--- src/hw/rtl/recursive_mutex_fifo_waiters_defines.svh ---
// Assertion macros shared by the recursive mutex RTL.
`ifndef RECURSIVE_MUTEX_FIFO_WAITERS_DEFINES_SVH
`define RECURSIVE_MUTEX_FIFO_WAITERS_DEFINES_SVH

`ifndef NO_ASSERTIONS

// Same-cycle implication, disabled while reset is asserted.
`define RMFW_ASSERT_NOW(lbl, clk, rstn, ante, cons, msg) \
  lbl: assert property (@(posedge clk) disable iff (!(rstn)) (ante) |-> (cons)) \
    else $error(msg);

// Next-cycle implication, disabled while reset is asserted.
`define RMFW_ASSERT_NEXT(lbl, clk, rstn, ante, cons, msg) \
  lbl: assert property (@(posedge clk) disable iff (!(rstn)) (ante) |=> (cons)) \
    else $error(msg);

`else

`define RMFW_ASSERT_NOW(lbl, clk, rstn, ante, cons, msg)
`define RMFW_ASSERT_NEXT(lbl, clk, rstn, ante, cons, msg)

`endif

`endif

--- src/hw/rtl/rmfw_pkg.sv ---
// Types and constants of the recursive mutex with its FIFO of waiting threads.
`timescale 1ns / 1ps
`default_nettype none

package rmfw_pkg;

  localparam int unsigned TID_W    = 8;
  localparam int unsigned CNT_W    = 16;
  localparam int unsigned STATUS_W = 4;
  localparam int unsigned NUM_TIDS = 1 << TID_W;

  localparam logic OP_ACQUIRE = 1'b0;
  localparam logic OP_RELEASE = 1'b1;

  typedef enum logic [STATUS_W-1:0] {
    ST_GRANTED   = 4'd0,
    ST_REENTERED = 4'd1,
    ST_QUEUED    = 4'd2,
    ST_LOWERED   = 4'd3,
    ST_FREED     = 4'd4,
    ST_HANDOFF   = 4'd5,
    ST_NOT_HOLD  = 4'd6,
    ST_FULL      = 4'd7,
    ST_WAITING   = 4'd8,
    ST_SATURATED = 4'd9
  } status_e;

  typedef enum logic {
    FSM_IDLE = 1'b0,
    FSM_EXEC = 1'b1
  } fsm_e;

  typedef struct packed {
    logic rd_en;
    logic push;
    logic pop;
  } waitq_ctrl_t;

  typedef struct packed {
    logic empty;
    logic full;
    logic waiting;
  } waitq_stat_t;

endpackage

`default_nettype wire

--- src/hw/rtl/rmfw_if.sv ---
// Request and response channel interfaces of the recursive mutex.
`timescale 1ns / 1ps
`default_nettype none

interface rmfw_req_if;
  logic                       valid;
  logic                       ready;
  logic                       op;
  logic [rmfw_pkg::TID_W-1:0] thread_id;

  modport source (output valid, output op, output thread_id, input ready);
  modport sink   (input valid, input op, input thread_id, output ready);
endinterface

interface rmfw_rsp_if;
  logic                          valid;
  logic                          ready;
  logic [rmfw_pkg::STATUS_W-1:0] status;
  logic                          woken_valid;
  logic [rmfw_pkg::TID_W-1:0]    woken_thread;
  logic [rmfw_pkg::CNT_W-1:0]    hold_count;

  modport source (output valid, output status, output woken_valid, output woken_thread,
                  output hold_count, input ready);
  modport sink   (input valid, input status, input woken_valid, input woken_thread,
                  input hold_count, output ready);
endinterface

`default_nettype wire

--- src/hw/rtl/rmfw_waitq.sv ---
// Wait queue: FIFO memory of thread ids, its pointers, and per-thread waiting flags.
`timescale 1ns / 1ps
`default_nettype none

module rmfw_waitq #(
  parameter int unsigned WAIT_DEPTH = 16
) (
  input  wire logic                         clk_i,
  input  wire logic                         rst_ni,
  input  wire rmfw_pkg::waitq_ctrl_t        ctrl_i,
  input  wire logic [rmfw_pkg::TID_W-1:0]   push_tid_i,
  input  wire logic [rmfw_pkg::TID_W-1:0]   lookup_tid_i,
  output rmfw_pkg::waitq_stat_t             stat_o,
  output logic [rmfw_pkg::TID_W-1:0]        head_tid_o
);
  import rmfw_pkg::*;

  localparam int unsigned PtrW  = (WAIT_DEPTH > 1) ? $clog2(WAIT_DEPTH) : 1;
  localparam int unsigned FillW = $clog2(WAIT_DEPTH + 1);

  logic [TID_W-1:0]    mem_q [WAIT_DEPTH];
  logic [TID_W-1:0]    rd_data_q;
  logic [PtrW-1:0]     head_q, head_d, tail_q, tail_d;
  logic [FillW-1:0]    fill_q, fill_d;
  logic [NUM_TIDS-1:0] flag_q, flag_d;

  function automatic logic [PtrW-1:0] ptr_next(input logic [PtrW-1:0] p);
    ptr_next = (p == PtrW'(WAIT_DEPTH - 1)) ? '0 : p + PtrW'(1);
  endfunction

  // The memory holds thread ids; the head is read into a register in the cycle before its use.
  always_ff @(posedge clk_i) begin
    if (ctrl_i.push) begin
      mem_q[tail_q] <= push_tid_i;
    end
    if (ctrl_i.rd_en) begin
      rd_data_q <= mem_q[head_q];
    end
  end

  always_comb begin
    head_d = head_q;
    tail_d = tail_q;
    fill_d = fill_q;
    flag_d = flag_q;
    if (ctrl_i.push) begin
      tail_d             = ptr_next(tail_q);
      fill_d             = fill_q + FillW'(1);
      flag_d[push_tid_i] = 1'b1;
    end else if (ctrl_i.pop) begin
      head_d            = ptr_next(head_q);
      fill_d            = fill_q - FillW'(1);
      flag_d[rd_data_q] = 1'b0;
    end
  end

  always_ff @(posedge clk_i or negedge rst_ni) begin
    if (!rst_ni) begin
      head_q <= '0;
      tail_q <= '0;
      fill_q <= '0;
      flag_q <= '0;
    end else begin
      head_q <= head_d;
      tail_q <= tail_d;
      fill_q <= fill_d;
      flag_q <= flag_d;
    end
  end

  assign stat_o.empty   = (fill_q == '0);
  assign stat_o.full    = (fill_q == FillW'(WAIT_DEPTH));
  assign stat_o.waiting = flag_q[lookup_tid_i];
  assign head_tid_o     = rd_data_q;

endmodule

`default_nettype wire

--- src/hw/rtl/recursive_mutex_fifo_waiters.sv ---
// Top level of the recursive mutex with a FIFO queue of waiting threads.
`timescale 1ns / 1ps
`default_nettype none

`include "recursive_mutex_fifo_waiters_defines.svh"

// Recursive hardware mutex. Each request word carries an acquire or a release from one
// thread id and produces exactly one response word. The owner may re-acquire the lock,
// which raises its hold count up to MAX_HOLD_COUNT. An acquire from any other thread
// while the lock is taken places that thread at the tail of a wait queue of WAIT_DEPTH
// entries; when the owner's final release arrives the lock passes straight to the
// thread at the head of the queue, which is reported in the response as woken. Faults
// (release by a thread that does not hold the lock, a full queue, a thread that is
// already waiting, a saturated hold count) are returned as status codes and leave the
// state untouched. A request first reads the head entry of the wait-queue memory, whose
// read data is registered; the decision step then decides, updates the state and loads
// the response register. A new request is taken only when the previous one has been
// decided and the response register is empty or its word leaves in that cycle, so a
// response held by the receiver stalls the request side until it has gone. There is no
// clearing pass after reset: the queue memory is read at its head on every request, but
// that entry is used only when the queue holds a waiter, and the per-thread waiting
// flags are flip-flops cleared by reset.

module recursive_mutex_fifo_waiters #(
  parameter int unsigned WAIT_DEPTH     = 16,
  parameter int unsigned MAX_HOLD_COUNT = 65535
) (
  input wire logic  clk_i,
  input wire logic  rst_ni,
  rmfw_req_if.sink  req_i,
  rmfw_rsp_if.source rsp_o
);
  import rmfw_pkg::*;

  fsm_e state_q, state_d;

  // Request registered at acceptance.
  logic             rq_op_q;
  logic [TID_W-1:0] rq_tid_q;

  // Lock state.
  logic             taken_q, taken_d;
  logic [TID_W-1:0] owner_q, owner_d;
  logic [CNT_W-1:0] count_q, count_d;

  // Response register.
  logic             out_valid_q, out_valid_d;
  status_e          out_status_q, status_d;
  logic             out_woken_q, woken_d;
  logic [TID_W-1:0] out_woken_tid_q, woken_tid_d;
  logic [CNT_W-1:0] out_count_q;

  waitq_ctrl_t      wq_ctrl;
  waitq_stat_t      wq_stat;
  logic [TID_W-1:0] head_tid;
  logic             req_accept;
  logic             is_owner;

  // The FSM is idle and the response slot is free, or its word leaves in this cycle.
  assign req_i.ready = (state_q == FSM_IDLE) && (!out_valid_q || rsp_o.ready);
  assign req_accept  = req_i.valid && req_i.ready;

  always_ff @(posedge clk_i) begin
    if (req_accept) begin
      rq_op_q  <= req_i.op;
      rq_tid_q <= req_i.thread_id;
    end
  end

  rmfw_waitq #(
    .WAIT_DEPTH (WAIT_DEPTH)
  ) u_waitq (
    .clk_i        (clk_i),
    .rst_ni       (rst_ni),
    .ctrl_i       (wq_ctrl),
    .push_tid_i   (rq_tid_q),
    .lookup_tid_i (rq_tid_q),
    .stat_o       (wq_stat),
    .head_tid_o   (head_tid)
  );

  assign is_owner = taken_q && (owner_q == rq_tid_q);

  // Decision step. The queue memory is written only here and read only at
  // acceptance, so a read never meets a write to the same entry in one cycle.
  always_comb begin
    state_d     = state_q;
    taken_d     = taken_q;
    owner_d     = owner_q;
    count_d     = count_q;
    status_d    = ST_NOT_HOLD;
    woken_d     = 1'b0;
    woken_tid_d = '0;
    out_valid_d = out_valid_q;
    wq_ctrl     = '0;

    if (rsp_o.ready) begin
      out_valid_d = 1'b0;
    end

    unique case (state_q)
      FSM_IDLE: begin
        if (req_accept) begin
          wq_ctrl.rd_en = 1'b1;
          state_d       = FSM_EXEC;
        end
      end
      FSM_EXEC: begin
        out_valid_d = 1'b1;
        state_d     = FSM_IDLE;
        if (rq_op_q == OP_ACQUIRE) begin
          if (is_owner) begin
            if (count_q >= CNT_W'(MAX_HOLD_COUNT)) begin
              status_d = ST_SATURATED;
            end else begin
              count_d  = count_q + CNT_W'(1);
              status_d = ST_REENTERED;
            end
          end else if (!taken_q) begin
            taken_d  = 1'b1;
            owner_d  = rq_tid_q;
            count_d  = CNT_W'(1);
            status_d = ST_GRANTED;
          end else if (wq_stat.waiting) begin
            status_d = ST_WAITING;
          end else if (wq_stat.full) begin
            status_d = ST_FULL;
          end else begin
            wq_ctrl.push = 1'b1;
            status_d     = ST_QUEUED;
          end
        end else begin
          if (!is_owner) begin
            status_d = ST_NOT_HOLD;
          end else if (count_q > CNT_W'(1)) begin
            count_d  = count_q - CNT_W'(1);
            status_d = ST_LOWERED;
          end else if (!wq_stat.empty) begin
            // Final release with waiters: the head thread takes the lock at once.
            wq_ctrl.pop = 1'b1;
            owner_d     = head_tid;
            count_d     = CNT_W'(1);
            woken_d     = 1'b1;
            woken_tid_d = head_tid;
            status_d    = ST_HANDOFF;
          end else begin
            taken_d  = 1'b0;
            owner_d  = '0;
            count_d  = '0;
            status_d = ST_FREED;
          end
        end
      end
      default: begin
        state_d = FSM_IDLE;
      end
    endcase
  end

  always_ff @(posedge clk_i or negedge rst_ni) begin
    if (!rst_ni) begin
      state_q     <= FSM_IDLE;
      taken_q     <= 1'b0;
      owner_q     <= '0;
      count_q     <= '0;
      out_valid_q <= 1'b0;
    end else begin
      state_q     <= state_d;
      taken_q     <= taken_d;
      owner_q     <= owner_d;
      count_q     <= count_d;
      out_valid_q <= out_valid_d;
    end
  end

  always_ff @(posedge clk_i) begin
    if (state_q == FSM_EXEC) begin
      out_status_q    <= status_d;
      out_woken_q     <= woken_d;
      out_woken_tid_q <= woken_tid_d;
      out_count_q     <= count_d;
    end
  end

  assign rsp_o.valid        = out_valid_q;
  assign rsp_o.status       = out_status_q;
  assign rsp_o.woken_valid  = out_woken_q;
  assign rsp_o.woken_thread = out_woken_tid_q;
  assign rsp_o.hold_count   = out_count_q;

  // A request is only taken when its response has a free slot to land in.
  `RMFW_ASSERT_NOW(a_slot_free, clk_i, rst_ni, state_q == FSM_EXEC, !out_valid_q, "slot busy")
  // A free lock never carries a hold count, and a held one always does.
  `RMFW_ASSERT_NOW(a_count_match, clk_i, rst_ni, 1'b1, taken_q == (count_q != '0), "count/lock")
  // A handoff only ever pops a queue that holds a waiter.
  `RMFW_ASSERT_NOW(a_pop_nonempty, clk_i, rst_ni, wq_ctrl.pop, !wq_stat.empty && taken_q, "pop empty")
  // Every accepted request is decided in the following cycle.
  `RMFW_ASSERT_NEXT(a_exec_follows, clk_i, rst_ni, req_accept, state_q == FSM_EXEC, "not decided")

endmodule

`default_nettype wire

--- src/flat_wrapper.sv ---
// flat-port wrapper written by rule: the top's interface ports become plain ports
module recursive_mutex_fifo_waiters_flat import rmfw_pkg::*;
#(
  parameter int unsigned WAIT_DEPTH     = 16,
  parameter int unsigned MAX_HOLD_COUNT = 65535
)
  (clk_i, rst_ni, req_i_valid, req_i_op, req_i_thread_id, req_i_ready, rsp_o_valid, rsp_o_status, rsp_o_woken_valid, rsp_o_woken_thread, rsp_o_hold_count, rsp_o_ready);
  rmfw_req_if req_i_i ();
  rmfw_rsp_if rsp_o_i ();
  input wire logic clk_i;
  input wire logic rst_ni;
  input wire logic [$bits(req_i_i.valid)-1:0] req_i_valid;
  input wire logic [$bits(req_i_i.op)-1:0] req_i_op;
  input wire logic [$bits(req_i_i.thread_id)-1:0] req_i_thread_id;
  output wire logic [$bits(req_i_i.ready)-1:0] req_i_ready;
  output wire logic [$bits(rsp_o_i.valid)-1:0] rsp_o_valid;
  output wire logic [$bits(rsp_o_i.status)-1:0] rsp_o_status;
  output wire logic [$bits(rsp_o_i.woken_valid)-1:0] rsp_o_woken_valid;
  output wire logic [$bits(rsp_o_i.woken_thread)-1:0] rsp_o_woken_thread;
  output wire logic [$bits(rsp_o_i.hold_count)-1:0] rsp_o_hold_count;
  input wire logic [$bits(rsp_o_i.ready)-1:0] rsp_o_ready;
  assign req_i_i.valid = req_i_valid;
  assign req_i_i.op = req_i_op;
  assign req_i_i.thread_id = req_i_thread_id;
  assign req_i_ready = req_i_i.ready;
  assign rsp_o_valid = rsp_o_i.valid;
  assign rsp_o_status = rsp_o_i.status;
  assign rsp_o_woken_valid = rsp_o_i.woken_valid;
  assign rsp_o_woken_thread = rsp_o_i.woken_thread;
  assign rsp_o_hold_count = rsp_o_i.hold_count;
  assign rsp_o_i.ready = rsp_o_ready;
  recursive_mutex_fifo_waiters #(.WAIT_DEPTH(WAIT_DEPTH), .MAX_HOLD_COUNT(MAX_HOLD_COUNT)) u_core (.clk_i(clk_i), .rst_ni(rst_ni), .req_i(req_i_i), .rsp_o(rsp_o_i));
endmodule
--- config.mk ---
export PLATFORM = sky130hd
export DESIGN_NAME = recursive_mutex_fifo_waiters_flat
export DESIGN_NICKNAME = d
export VERILOG_FILES = /design/src/hw/rtl/rmfw_pkg.sv /design/src/hw/rtl/rmfw_if.sv /design/src/hw/rtl/rmfw_waitq.sv /design/src/hw/rtl/recursive_mutex_fifo_waiters.sv /design/src/flat_wrapper.sv
export VERILOG_INCLUDE_DIRS = /design/src /design/src/hw/rtl
export SDC_FILE = /design/constraint.sdc
export NUM_CORES = 1
export LEC_CHECK = 0
export ABC_AREA = 1
export BUFFER_PORTS_ARGS = -buffer_cell sky130_fd_sc_hd__buf_2
export CELL_PAD_IN_SITES_DETAIL_PLACEMENT = 2
export CELL_PAD_IN_SITES_GLOBAL_PLACEMENT = 2
export CORE_MARGIN = 3
export CORE_UTILIZATION = 40
export CTS_BUF_LIST = sky130_fd_sc_hd__clkbuf_2 sky130_fd_sc_hd__clkbuf_4 sky130_fd_sc_hd__clkbuf_8
export CTS_CLUSTER_DIAMETER = 200
export CTS_CLUSTER_SIZE = 10
export DETAILED_ROUTE_END_ITERATION = 12
export PLACE_DENSITY = 0.87
export SLEW_MARGIN = 20
export SYNTH_ARGS = -nofsm -noshare
export SYNTH_HDL_FRONTEND = slang
export SYNTH_HIERARCHICAL = 1
export SYNTH_SLANG_ARGS = --single-unit
--- constraint.sdc ---
create_clock -name clk_i -period 4.7 [get_ports clk_i]
set_input_delay 1.175 -clock clk_i [delete_from_list [all_inputs] [get_ports clk_i]]
set_output_delay 1.175 -clock clk_i [all_outputs]
set_load 0.01 [all_outputs]
Word level (Yosys, flattened, before mapping)
Memories as Yosys holds them, arrays and structs flattened. A register that Yosys moved wholly into a read port is not among the register bits.
Cells that the tools add are included.

word-level totals
  memory bits (writable) = 128
  memories = 1
  flip-flop bits (word level) = 334
  input port bits = 13
  word-level logic and storage cells = 115
  output and inout bits = 31

memories
  name                  depth  width  read ports  clocked after memory_dff  wr ports  RTL line          source
  u_core.u_waitq.mem_q  16     8      1           1                         1         rmfw_waitq.sv:21  logic [TID_W-1:0] mem_q [WAIT_DEPTH];

operators by class
  add/sub/neg operators = 6
  reduce and logical (&&, ||, !) cells = 14
  magnitude comparators = 6
  bitwise logic cells = 7
  eq/ne operators = 9
  muxes and demuxes = 57

operator list
  kind                                                                                 number
  256-bit 2-to-1 mux                                                                   2
  256-bit bitwise AND                                                                  1
  256-bit inverter                                                                     1
  256-bit bitwise OR                                                                   1
  16-bit 2-to-1 mux                                                                    7
  8-bit 2-to-1 mux                                                                     6
  4-bit 2-to-1 mux                                                                     9
  1-bit 2-to-1 mux                                                                     25
  8-bit by 9-bit less-than comparator with 1-bit output, second input constant         2
  16-bit by 1-bit adder with 16-bit output, second input constant                      1
  1-bit demux with 8-bit select                                                        2
  16-bit greater-or-equal comparator, second input constant                            1
  8-bit by 1-bit greater-or-equal comparator with 1-bit output, second input constant  2
  16-bit by 1-bit > comparator with 1-bit output, second input constant                1
  16-bit by 1-bit subtractor with 16-bit output, second input constant                 1
  5-bit 2-to-1 mux                                                                     2
  5-bit AND reduction                                                                  2
  4-bit by 1-bit adder with 4-bit output, second input constant                        2
  1-bit binary-select mux with 8-bit select                                            1
  4-bit equality test, second input constant                                           2
  8-bit equality test                                                                  1
  2-bit != test, second input constant                                                 4
  5-bit by 1-bit adder with 5-bit output, second input constant                        1
  5-bit equality test, second input constant                                           1
  other kinds (13)                                                                     21

Depth between registers and ports, before layout
Gate-level depths: netlist of run 1.

  depth in word-level cells = 9
  mapped depth = 27
  gate-level depth less buffers = 22

Hierarchy
Netlist of run 1, hierarchy kept.

by module, submodules not included
  module                        area an instance (um2)  cells each  seq. area each (um2)  instances
  rmfw_waitq                    19486.2                 2260        10815.4               1
  recursive_mutex_fifo_waiters  4418.0                  630         1816.7                1

Worst setup path before layout of run 1
Ideal clock, no wire load.

  path kind = reg-to-reg
  start point = register u_core.rq_tid_q[0]
  end point = register u_core.u_waitq.fill_q[4]
  required time = 4.569 ns
  library setup time = 0.131 ns
  period minus slack after synthesis = 3.908 ns
  path buffers = 5
  setup slack = 0.792 ns
  cell stages (with the launch flop) = 27
  arrival = 3.777 ns
  path through = edfxtp_1 inv_1 buf_2 buf_2 nand2_1 nand3_1 nand3_1 nand3_1 nand3_1 nand2_1 nand2_1 nand3_1 nand3_1 nand2_1 nor2_1 nand2_1 nor3_1 buf_2 inv_1 clkbuf_1 clkbuf_1 fa_1 nand2_1 nand2_1 a21oi_1 o21ai_0 xor2_1

RTL lines
  element                 RTL line                            source
  from (decl)             recursive_mutex_fifo_waiters.sv:39  logic [TID_W-1:0] rq_tid_q;
  from (signal assigned)  recursive_mutex_fifo_waiters.sv:66  rq_tid_q <= req_i.thread_id;
  to (signal assigned)    rmfw_waitq.sv:66                    fill_q <= fill_d;
  to (decl)               rmfw_waitq.sv:24                    logic [FillW-1:0] fill_q, fill_d;

==> results of run 1 <==
-- final cells by class --
| type | count | area share [%] |
|---|---|---|
| Sequential cell | 470 | 48.51 |
| Tap cell | 765 | 3.674 |
| Inverter | 136 | 1.993 |
| Clock inverter | 3 | 0.2017 |
| Antenna cell | 2 | 0.01921 |
| Multi-Input combinational cell | 2108 | 38.35 |
| Timing Repair Buffer | 123 | 3.790 |
| Clock buffer | 77 | 3.468 |
-- worst max-delay path, cell delays in order, from the launching register on --
cell,delay [ps]
edfxtp_1,810
buf_4,440
nand2_1,110
nand2_1,100
inv_1,90
nand2_1,90
nor2_2,160
nand2_4,200
nor2_8,150
nand3_1,230
nor3_1,570
inv_1,160
nor2_2,120
buf_4,280
nand2_1,470
o21ai_0,410
o21ai_0,180
-- flip-flops by register name, indices dropped and copies added, names as in the netlist --
name,flops
u_core/u_waitq/head_q,4
u_core/rq_op_q,1
u_core/state_q,1
u_core/count_q,16
u_core/rsp_o.woken_valid,1
u_core/u_waitq/head_tid_o,8
u_core/rsp_o.valid,1
u_core/rsp_o.hold_count,16
u_core/u_waitq/flag_q,256
u_core/rsp_o.woken_thread,8
u_core/owner_q,8
u_core/u_waitq/fill_q,5
u_core/u_waitq/mem_q,128
u_core/u_waitq/tail_q,4
u_core/taken_q,1
u_core/rq_tid_q,8
u_core/rsp_o.status,4
-- per-layer routing --
metal  share of wire [%]  global-route usage [%]
met2                  48                   57.97
met4                 6.1                   18.84
met3                 6.8                   5.233
met5               0.013                       0
met1                  39                   43.23
-- how the worst min path moves through the flow --
| stage | cells after the start | start | end | slack (ps) |
|---|---|---|---|---|
| after floorplan | 1 | u_core/u_waitq/fill_q[4] | u_core/u_waitq/fill_q[4] | 460 |
| after global placement | 2 | u_core/u_waitq/flag_q[42] | u_core/u_waitq/flag_q[42] | 490 |
| after detailed placement | 2 | u_core/u_waitq/flag_q[135] | u_core/u_waitq/flag_q[135] | 510 |
| after CTS | 1 | rst_ni | u_core/u_waitq/tail_q[0] | 480 |
| after global routing | 1 | rst_ni | u_core/u_waitq/tail_q[2] | 480 |
| final | 1 | rst_ni | u_core/u_waitq/tail_q[2] | 450 |
-- placed cells by master (no fill, tap or decap), types with 3 or more instances in the layout --
cell type and instances:
a21oi_1 78, a21oi_2 3, a31oi_1 79, buf_12 10, buf_2 42, buf_4 64, buf_6 5, clkbuf_4 25
clkbuf_8 52, clkinv_1 7, dfrtp_1 293, dfrtp_2 3, edfxtp_1 174, ha_1 12, inv_1 114, inv_2 12
nand2_1 656, nand2_2 11, nand2_4 4, nand3_1 313, nand4_1 7, nor2_1 260, nor2_2 21, nor2_4 9
nor3_1 10, o211ai_1 9, o21ai_0 536, o21ai_1 40, o221ai_1 23, o22ai_1 11, xnor2_1 5, xor2_1 11
-- cells by family after synthesis --
group,Yosys count
AOI/OAI and AO/OA,781
adders and majority gates,13
and+or+nand+nor,1298
xor gates and xnor gates,16
buffers and inverters,312
DFF,470
-- stage by stage --
stage	util (%)	TNS (ps)	hold WS [ps]	total power, mW
after floorplan	-	0	463.5	5.985
after global placement	42.83	0	488.2	6.520
after detailed placement	42.83	0	506.2	6.771
after CTS	44.47	0	478.7	9.676
after global routing	44.64	-12.93	481.6	10.10
final	44.64	-32.98	448.8	9.707
-- what timing repair did --
item                                    in CTS  in global routing
endpoints found under the hold margin        0                  0
buffers inserted                             0                  3
endpoints found under the setup margin       0                188
resized for setup                            0                 18
-- report_power, final --
group / switching (mW) / internal [mW]
Sequential: 0.321 / 4.57
Combinational: 1.40 / 0.537
Clock: 1.65 / 1.24
==> flow_metrics.env, run 1 <==
export IMPL_port_buffers=43
export IMPL_worst_ir_drop_vdd_v=0.0002878
export IMPL_setup_viol=1
export IMPL_worst_endpoint_arrival_ps=5270
export IMPL_finalHoldViolCount=0
export IMPL_worstSetupStartpoint="u_core/rq_tid_q[4]"
export IMPL_finalCriticalPeriod_ps=4733
export IMPL_finalNetCount=2917
export IMPL_start_util_pct=40.96
export IMPL_gr_total_overflow=0
export IMPL_tightest_slew_ps=1247
export IMPL_clockRootBuffer="clkbuf_8"
export IMPL_yosys_area_top_type="dfrtp_1"
export IMPL_vias_per_cell=6.453
export IMPL_syn_area_um2=23900
export IMPL_status="finished, violations left"
export IMPL_clk_pin_slew_ps=90
export IMPL_synth_cells=2890
export IMPL_synth_main_ff_cell="dfrtp_1"
export IMPL_synthMuxAreaShare_pct=0
export IMPL_grt_max_degree=95
export IMPL_synth_compound_area_share_pct=17.34
export IMPL_fill_cells=6497
export IMPL_power_density_nw_per_um2=372.6
export IMPL_io_pins=44
export IMPL_relSlewSlack_pct=16.59
export IMPL_drc=0
export IMPL_design_area_um2=26050
export IMPL_r2r_start="u_core/rq_tid_q[4]"
export IMPL_first_pass_iters=5
export IMPL_seq_area_um2=12640
export IMPL_insertion_delay_ps=730
export IMPL_crit_fanout=23
export IMPL_synth_top_area_share_pct=30.99
export IMPL_synth_area_leaders="dfrtp_1 (31%), edfxtp_1 (22%), o21ai_0 (11%), nand2_1 (10%), nand3_1 (6.6%)"
export IMPL_start_kind="flop"
export IMPL_antenna_found_initial=3
export IMPL_setup_slack_ps=-32.98
export IMPL_placed_area_um2=24990
export IMPL_drt_iter0_markers=2233
export IMPL_cap_violations=0
export IMPL_synth_seq_area_share_pct=52.84
export IMPL_yosysMostFrequentCell="nand2_1"
export IMPL_slew_viol_final=0
export IMPL_ys_ff_latch=470
export IMPL_synth_simple_area_share_pct=22.95
export IMPL_core_rowCount=88
export IMPL_cp_end_kind="flop"
export IMPL_violations="negative setup slack"
export IMPL_pre_cts_slack_ps=249.4
export IMPL_skew_ps=54.74
export IMPL_cts_tree="built"
export IMPL_vias=23773
export IMPL_grt_pass1_wl_um=167200
export IMPL_holdCritPathClass="input port to asynchronous set/reset pin"
export IMPL_r2r_end="u_core/u_waitq/flag_q[231]"
export IMPL_fin_crit_sh_pct=100.7
export IMPL_grt_pass1_vias=25986
export IMPL_synth_async_reset_ratio_pct=62.98
export IMPL_synth_distinct_cells=39
export IMPL_synthesis_nets=2916
export IMPL_r2r_cells=16
export IMPL_numCtsBuffers=52
export IMPL_grt_util_all_layers_pct=34.67
export IMPL_dp_cells=3598
export IMPL_max_freq_mhz=211.3
export IMPL_die_h_um=250.5
export IMPL_multi_input_area_um2=9990
export IMPL_clock_path_buffers=3
export IMPL_synth_top_family_by_area="simple AND/OR/NAND/NOR gates"
export IMPL_synth_adder_area_share_pct=0.7119
export IMPL_leakagePower_nw=10.48
export IMPL_die_width_um=250.5
export IMPL_yosys_warnings=6
export IMPL_gp_congestion=0.9592
export IMPL_path_class="flop to flop"
export IMPL_layoutNonFillerInstCount=3684
export IMPL_crit_end="u_core/u_waitq/flag_q[231]"
export IMPL_dp_hpwl_um=70060
export IMPL_rrSetupSlack_ps=-30
export IMPL_routed_wl_um=111400
export IMPL_cts_num_sinks=470
export IMPL_synthXorXnorAreaFrac_pct=0.5862
export IMPL_die_area_um2=62730
export IMPL_synth_common_cells="nand2_1 (661), o21ai_0 (539), nand3_1 (313), dfrtp_1 (296), nor2_1 (265)"
export IMPL_syn_mean_instance_area_um2=8.271
export IMPL_synth_edff_count=174
export IMPL_area_delta_synth_final_pct=8.977
export IMPL_post_drt_wl_per_cell_um=30.25
export IMPL_htreeDepth=2
export IMPL_drtAntennaViolNets=0
export IMPL_drive_gt1_share_pct=9.462
export IMPL_cp_required_ps=5240
export IMPL_core_um2=58360
export IMPL_ctsHoldBuffers=0
Note: power is estimated with default switching activity, not from simulation.
==> run 2: changes to the inputs <==
Settings changed: CORE_UTILIZATION 40 to 26, PLACE_DENSITY 0.87 to 0.62.
==> run 2 against run 1 <==
Against the previous run:
- worst hold slack better by 34 ps
- clock skew down 8.8 ps
- the flow now finishes without violations
- routed wire length down 1.5%
- register-to-register slack better by 280 ps
==> flow_metrics.env, run 2 (synthesis gave the netlist of run 1 again) <==
export IMPL_first_pass_iters=5
export IMPL_drt_iter0_markers=1655
export IMPL_drc=0
export IMPL_clock_path_buffers=3
export IMPL_p_total_mw=9.499
export IMPL_die_h_um=309.2
export IMPL_cp_end_kind="flop"
export IMPL_final_cell_mix="nand2_1 (654), o21ai_0 (538), nand3_1 (311)"
export IMPL_dp_cells=4023
export IMPL_insertion_delay_ps=730
export IMPL_core_um2=90560
export IMPL_top_regs="u_core/u_waitq/flag_q (256), u_core/u_waitq/mem_q (128)"
export IMPL_fin_crit_sh_pct=94.70
export IMPL_placed_area_um2=25600
export IMPL_drtAntennaViolNets=0
export IMPL_routed_wl_um=109700
export IMPL_antenna_found_initial=8
export IMPL_core_rowCount=110
export IMPL_finalCriticalPeriod_ps=4451
export IMPL_seq_area_um2=12630
export IMPL_cts_tree="built"
export IMPL_clk_pin_slew_ps=90
export IMPL_worst_endpoint_arrival_ps=5030
export IMPL_grt_max_degree=99
export IMPL_design_area_um2=26600
export IMPL_path_class="flop to flop"
export IMPL_status="finished, final reports clean"
export IMPL_slew_viol_final=0
export IMPL_top_register="u_core/u_waitq/flag_q"
export IMPL_finalHoldViolCount=0
export IMPL_io_pins=44
export IMPL_die_width_um=309.2
export IMPL_crit_fanout=69
export IMPL_tightest_slew_ps=1225
export IMPL_vias_per_cell=5.473
export IMPL_cap_violations=0
export IMPL_start_kind="flop"
export IMPL_fin_util_pct=29.37
export IMPL_clockRootBuffer="clkbuf_8"
export IMPL_gr_total_overflow=0
export IMPL_p_clk_share_pct=30.1
export IMPL_p_sw_share_pct=33.62
export IMPL_grt_util_all_layers_pct=22.84
export IMPL_final_common_cell="nand2_1"
export IMPL_fill_cells=10385
export IMPL_setup_viol=0
export IMPL_multi_input_area_um2=9998
export IMPL_vias=22467
export IMPL_area_delta_synth_final_pct=11.29
export IMPL_post_drt_wl_per_cell_um=26.73
export IMPL_rsz0062_at_grt="yes"
export IMPL_leakagePower_nw=10.51
export IMPL_max_freq_mhz=224.7
export IMPL_p_switching_mw=3.194
export IMPL_relSlewSlack_pct=18.02
export IMPL_gp_congestion=0.8512
export IMPL_dp_hpwl_um=69940
export IMPL_cts_num_sinks=470
export IMPL_worst_ir_drop_vdd_v=0.0002067
export IMPL_port_buffers=43
export IMPL_largest_reg_flops=256
export IMPL_power_frac_comb_pct=18.9
export IMPL_htreeDepth=2
export IMPL_cp_required_ps=5280
export IMPL_intPower_mw=6.305
export IMPL_start_util_pct=26.40
export IMPL_layoutNonFillerInstCount=4105
export IMPL_drive_gt1_share_pct=9.805
export IMPL_power_density_nw_per_um2=357.1
export IMPL_holdCritPathClass="input port to asynchronous set/reset pin"
export IMPL_grt_pass1_wl_um=164000
export IMPL_die_area_um2=95610
export IMPL_numCtsBuffers=52
export IMPL_skew_ps=45.93
export IMPL_finalNetCount=2929
export IMPL_grt_pass1_vias=24377
export IMPL_seqPwrFrac_pct=51.1
## run 2: area by class of cell
| cell class | count | share of cell area (%) |
|---|---|---|
| Sequential cell | 470 | 47.50 |
| Clock buffer | 75 | 3.339 |
| Antenna cell | 2 | 0.01881 |
| Tap cell | 1176 | 5.531 |
| Clock inverter | 3 | 0.1834 |
| Timing Repair Buffer | 135 | 3.866 |
| Multi-Input combinational cell | 2108 | 37.59 |
| Inverter | 136 | 1.980 |
## run 2: final timing paths
check	slack, ps	from	cells past startpoint	endpoint
max reg2reg	250	u_core/rq_tid_q[0]	20	u_core/u_waitq/flag_q[195]
min in group clk_i	500	u_core/u_waitq/fill_q[4]	1	u_core/u_waitq/fill_q[4]
min	480	rst_ni	1	u_core/u_waitq/tail_q[2]
min reg2reg	500	u_core/u_waitq/fill_q[4]	1	u_core/u_waitq/fill_q[4]
max	250	u_core/rq_tid_q[0]	20	u_core/u_waitq/flag_q[195]
max in group asynchronous	2920	rst_ni	2	u_core/u_waitq/flag_q[90]
## run 2: layer usage
metal  GRT usage, %  vias to the layer above  wire, um
met2          38.04                      551     51340
met5              0                        -         0
met4          6.808                        0      3405
met1          31.16                    11852     49820
met3          2.826                      157      5173
li1               -                     9907         -
## run 2: critical path, stage by stage (launching register included)
cell	delay [ps]
edfxtp_1	510
inv_6	260
buf_12	320
nand2_1	100
nand3_1	90
nand3_1	80
nand3_1	160
nand3_1	150
nand2_1	110
nand2_1	60
nand3_1	80
nand3_1	90
nand2_1	290
nor2_1	120
nand2_1	140
nor3_4	90
nor2_2	130
buf_4	300
nand2_1	580
o21ai_0	370
o21ai_0	130
## run 2: stage by stage
step                      setup WS (ps)  setup TNS, ps  hold slack (ps)
final                             248.9              0            483.3
after global routing             -24.12         -126.1            501.4
after CTS                        -38.61         -230.0            502.1
after detailed placement         -72.70         -85.34            486.2
after global placement            191.9              0            482.0
after floorplan                   792.4              0            463.5
## run 2: power by group through the flow
stage	Clock [mW]	Sequential, mW	Combinational [mW]
finish	2.86	4.85	1.79
global placement	0	4.91	1.70
detailed placement	0	4.93	1.79
floorplan	0	4.84	1.15
CTS	2.98	4.85	1.80
global route	3.13	4.89	2.03
## run 2: what timing repair did
| action | in CTS | in global routing |
|---|---|---|
| hold buffers | 0 | 0 |
| setup buffers | 0 | 2 |
| setup endpoints to repair | 16 | 252 |
| pin swaps | 0 | 0 |
| gates resized for setup | 1 | 15 |
==> run 3: changes to the inputs <==
--- a/config.mk
+++ b/config.mk
@@ -10,4 +10,2 @@
 export BUFFER_PORTS_ARGS = -buffer_cell sky130_fd_sc_hd__buf_2
-export CELL_PAD_IN_SITES_DETAIL_PLACEMENT = 2
-export CELL_PAD_IN_SITES_GLOBAL_PLACEMENT = 2
 export CORE_MARGIN = 3
@@ -18,3 +16,3 @@
 export DETAILED_ROUTE_END_ITERATION = 12
-export PLACE_DENSITY = 0.62
+export PLACE_DENSITY = 0.45
 export SLEW_MARGIN = 20
==> constraint.sdc (replaced) <==
create_clock -name clk_i -period 4.7 [get_ports clk_i]
set_input_delay 0.94 -clock clk_i [delete_from_list [all_inputs] [get_ports clk_i]]
set_output_delay 0.94 -clock clk_i [all_outputs]
set_load 0.01 [all_outputs]
==> run 3 against run 2 <==
Against the previous run:
- die area is the same
- setup slack improved by 120 ps
- largest cell class unchanged
- sequential cell count did not move
- largest power group unchanged
- power shrank 2.0%
- maximum frequency increased by 2.8%
- non-clock buffer count is 1 lower
- global-route usage decreased by 3.6 points
- first-iteration DRC count grew 36%
- combinational power shrank 6%
- critical endpoint is now u_core/u_waitq/flag_q[73]
- critical path depth is the same
- register-to-register slack improved by 120 ps
==> flow_metrics.env, run 3 (synthesis gave the netlist of run 1 again) <==
export IMPL_seqPwrFrac_pct=51.9
export IMPL_die_h_um=309.2
export IMPL_numCtsBuffers=52
export IMPL_vias_per_cell=5.237
export IMPL_critical_path_max_stage_delay_ps=590
export IMPL_layoutNonFillerInstCount=4106
export IMPL_leakagePower_nw=10.52
export IMPL_grt_busiest_layer="met2"
export IMPL_use_met1_pct=27.69
export IMPL_die_area_um2=95610
export IMPL_relSlewSlack_pct=29.36
export IMPL_drc=0
export IMPL_gp_congestion=0.8755
export IMPL_largest_reg_flops=256
export IMPL_cap_violations=0
export IMPL_drive_gt1_share_pct=9.532
export IMPL_top_register="u_core/u_waitq/flag_q"
export IMPL_clockRootBuffer="clkbuf_8"
export IMPL_clock_path_buffers=3
export IMPL_fin_tns_setup_ps=0
export IMPL_final_common_cell="nand2_1"
export IMPL_finalNetCount=2928
export IMPL_fin_crit_sh_pct=92.09
export IMPL_grt_use_met2_pct=28.92
export IMPL_power_frac_comb_pct=18.1
export IMPL_max_freq_mhz=231.1
export IMPL_cts_tree="built"
export IMPL_p_switching_mw=3.001
export IMPL_fin_util_pct=29.37
export IMPL_clk_pin_slew_ps=90
export IMPL_grt_max_degree=146
export IMPL_cp_required_ps=5210
export IMPL_grt_pass1_wl_um=138400
export IMPL_cp_cell_sequence="buf_4 -> nand2_1 -> nand3_1 -> nand3_1 -> nand3_1 -> nand3_1 -> nand2_1 -> nand2_1 -> nand3_1 -> nand3_1 -> nand2_1 -> nor2_1 -> nand2_1 -> nor3_2 -> buf_4 -> nor2_2 -> buf_12 -> nand2_1 -> o21ai_0 -> o21ai_0"
export IMPL_post_drt_wl_per_cell_um=22.74
export IMPL_gr_total_overflow=0
export IMPL_final_cell_mix="nand2_1 (661), o21ai_0 (539), nand3_1 (313)"
export IMPL_io_pins=44
export IMPL_antenna_found_initial=2
export IMPL_vias=21504
export IMPL_ctsHoldBuffers=0
export IMPL_skew_ps=64.00
export IMPL_dp_hpwl_um=57670
export IMPL_core_rowCount=110
export IMPL_power_density_nw_per_um2=349.9
export IMPL_postCtsSetupRepairBufs=0
export IMPL_routed_wl_um=93380
export IMPL_whs_ps=265.1
export IMPL_drt_iter0_markers=2245
export IMPL_drtAntennaViolNets=0
export IMPL_first_pass_iters=5
export IMPL_grt_util_all_layers_pct=19.21
export IMPL_setup_viol=0
export IMPL_cp_end_kind="flop"
export IMPL_holdCritPathClass="input port to asynchronous set/reset pin"
export IMPL_worst_endpoint_arrival_ps=4840
export IMPL_status="finished, final reports clean"
export IMPL_cts_num_sinks=470
export IMPL_grt_pass1_vias=20316
export IMPL_slowest_stage="edfxtp_1"
export IMPL_core_um2=90560
export IMPL_finalHoldViolCount=0
export IMPL_cts_resized=0
export IMPL_dp_cells=4023
export IMPL_worst_ir_drop_vdd_v=0.0001970
export IMPL_slew_viol_final=0
export IMPL_intPower_mw=6.305
export IMPL_htreeDepth=2
export IMPL_p_clk_share_pct=30.0
export IMPL_start_kind="flop"
export IMPL_insertion_delay_ps=710
export IMPL_start_util_pct=26.40
export IMPL_p_sw_share_pct=32.25
export IMPL_path_class="flop to flop"
export IMPL_die_width_um=309.2
export IMPL_grt_use_met3_pct=3.570
export IMPL_port_buffers=43
export IMPL_crit_fanout=32
export IMPL_tightest_slew_ps=1056
export IMPL_rsz0062_at_grt="no"
export IMPL_top_regs="u_core/u_waitq/flag_q (256), u_core/u_waitq/mem_q (128)"
export IMPL_finalCriticalPeriod_ps=4328
export IMPL_area_delta_synth_final_pct=11.27
run 3: area by class of cell:
| cell class | instances | area (um2) |
|---|---|---|
| Clock buffer | 76 | 895.9 |
| Tap cell | 1176 | 1471 |
| Fill cell | 9697 | 63960 |
| Antenna cell | 3 | 7.507 |
| Timing Repair Buffer | 134 | 1071 |
| Multi-Input combinational cell | 2108 | 9967 |
| Clock inverter | 3 | 36.28 |
| Inverter | 136 | 515.5 |
| Sequential cell | 470 | 12630 |
run 3: final timing paths:
kind	cells after the start	slack [ps]	end	start
worst max-delay path	20	370	u_core/u_waitq/flag_q[73]	u_core/rq_tid_q[0]
worst min-delay path	1	270	u_core/u_waitq/tail_q[2]	rst_ni
worst max register to register	20	370	u_core/u_waitq/flag_q[73]	u_core/rq_tid_q[0]
worst min register to register	2	510	u_core/u_waitq/flag_q[48]	u_core/u_waitq/flag_q[48]
max in group asynchronous	2	3320	u_core/u_waitq/flag_q[181]	rst_ni
min in group clk_i	1	420	u_core/rq_op_q	req_i_op
run 3: worst max-delay path: cells and delay by family, from the launching register on:
family / cells / cell delay, ps
AOI/OAI and AO/OA: 2 / 480
buffers and inverters: 3 / 860
DFF: 1 / 590
and+or+nand+nor: 15 / 2140
run 3: power by group through the flow:
stage / Clock, mW / Combinational, mW / Sequential (mW)
after floorplan: 0 / 1.15 / 4.84
after CTS: 2.88 / 1.68 / 4.83
after detailed placement: 0 / 1.68 / 4.91
after global placement: 0 / 1.67 / 4.91
after global routing: 3.05 / 1.92 / 4.88
final: 2.79 / 1.68 / 4.83
run 3: stage by stage:
step / setup WS (ps) / instance area, um2 / power [mW]
3_3_place_gp: 478.2 / 25650 / 6.586
6_report: 372.0 / 26600 / 9.307
3_5_place_dp: 428.3 / 25650 / 6.590
5_1_grt: 44.34 / 26590 / 9.842
4_1_cts: 324.3 / 26580 / 9.395
2_1_floorplan: 792.4 / 23900 / 5.985
run 3: per-layer routing:
layer / vias to the layer above / part of all wire (%)
li1: 9925 / -
met2: 810 / 43
met4: 0 / 3.5
met3: 176 / 7.6
met1: 10593 / 45
met5: - / 0
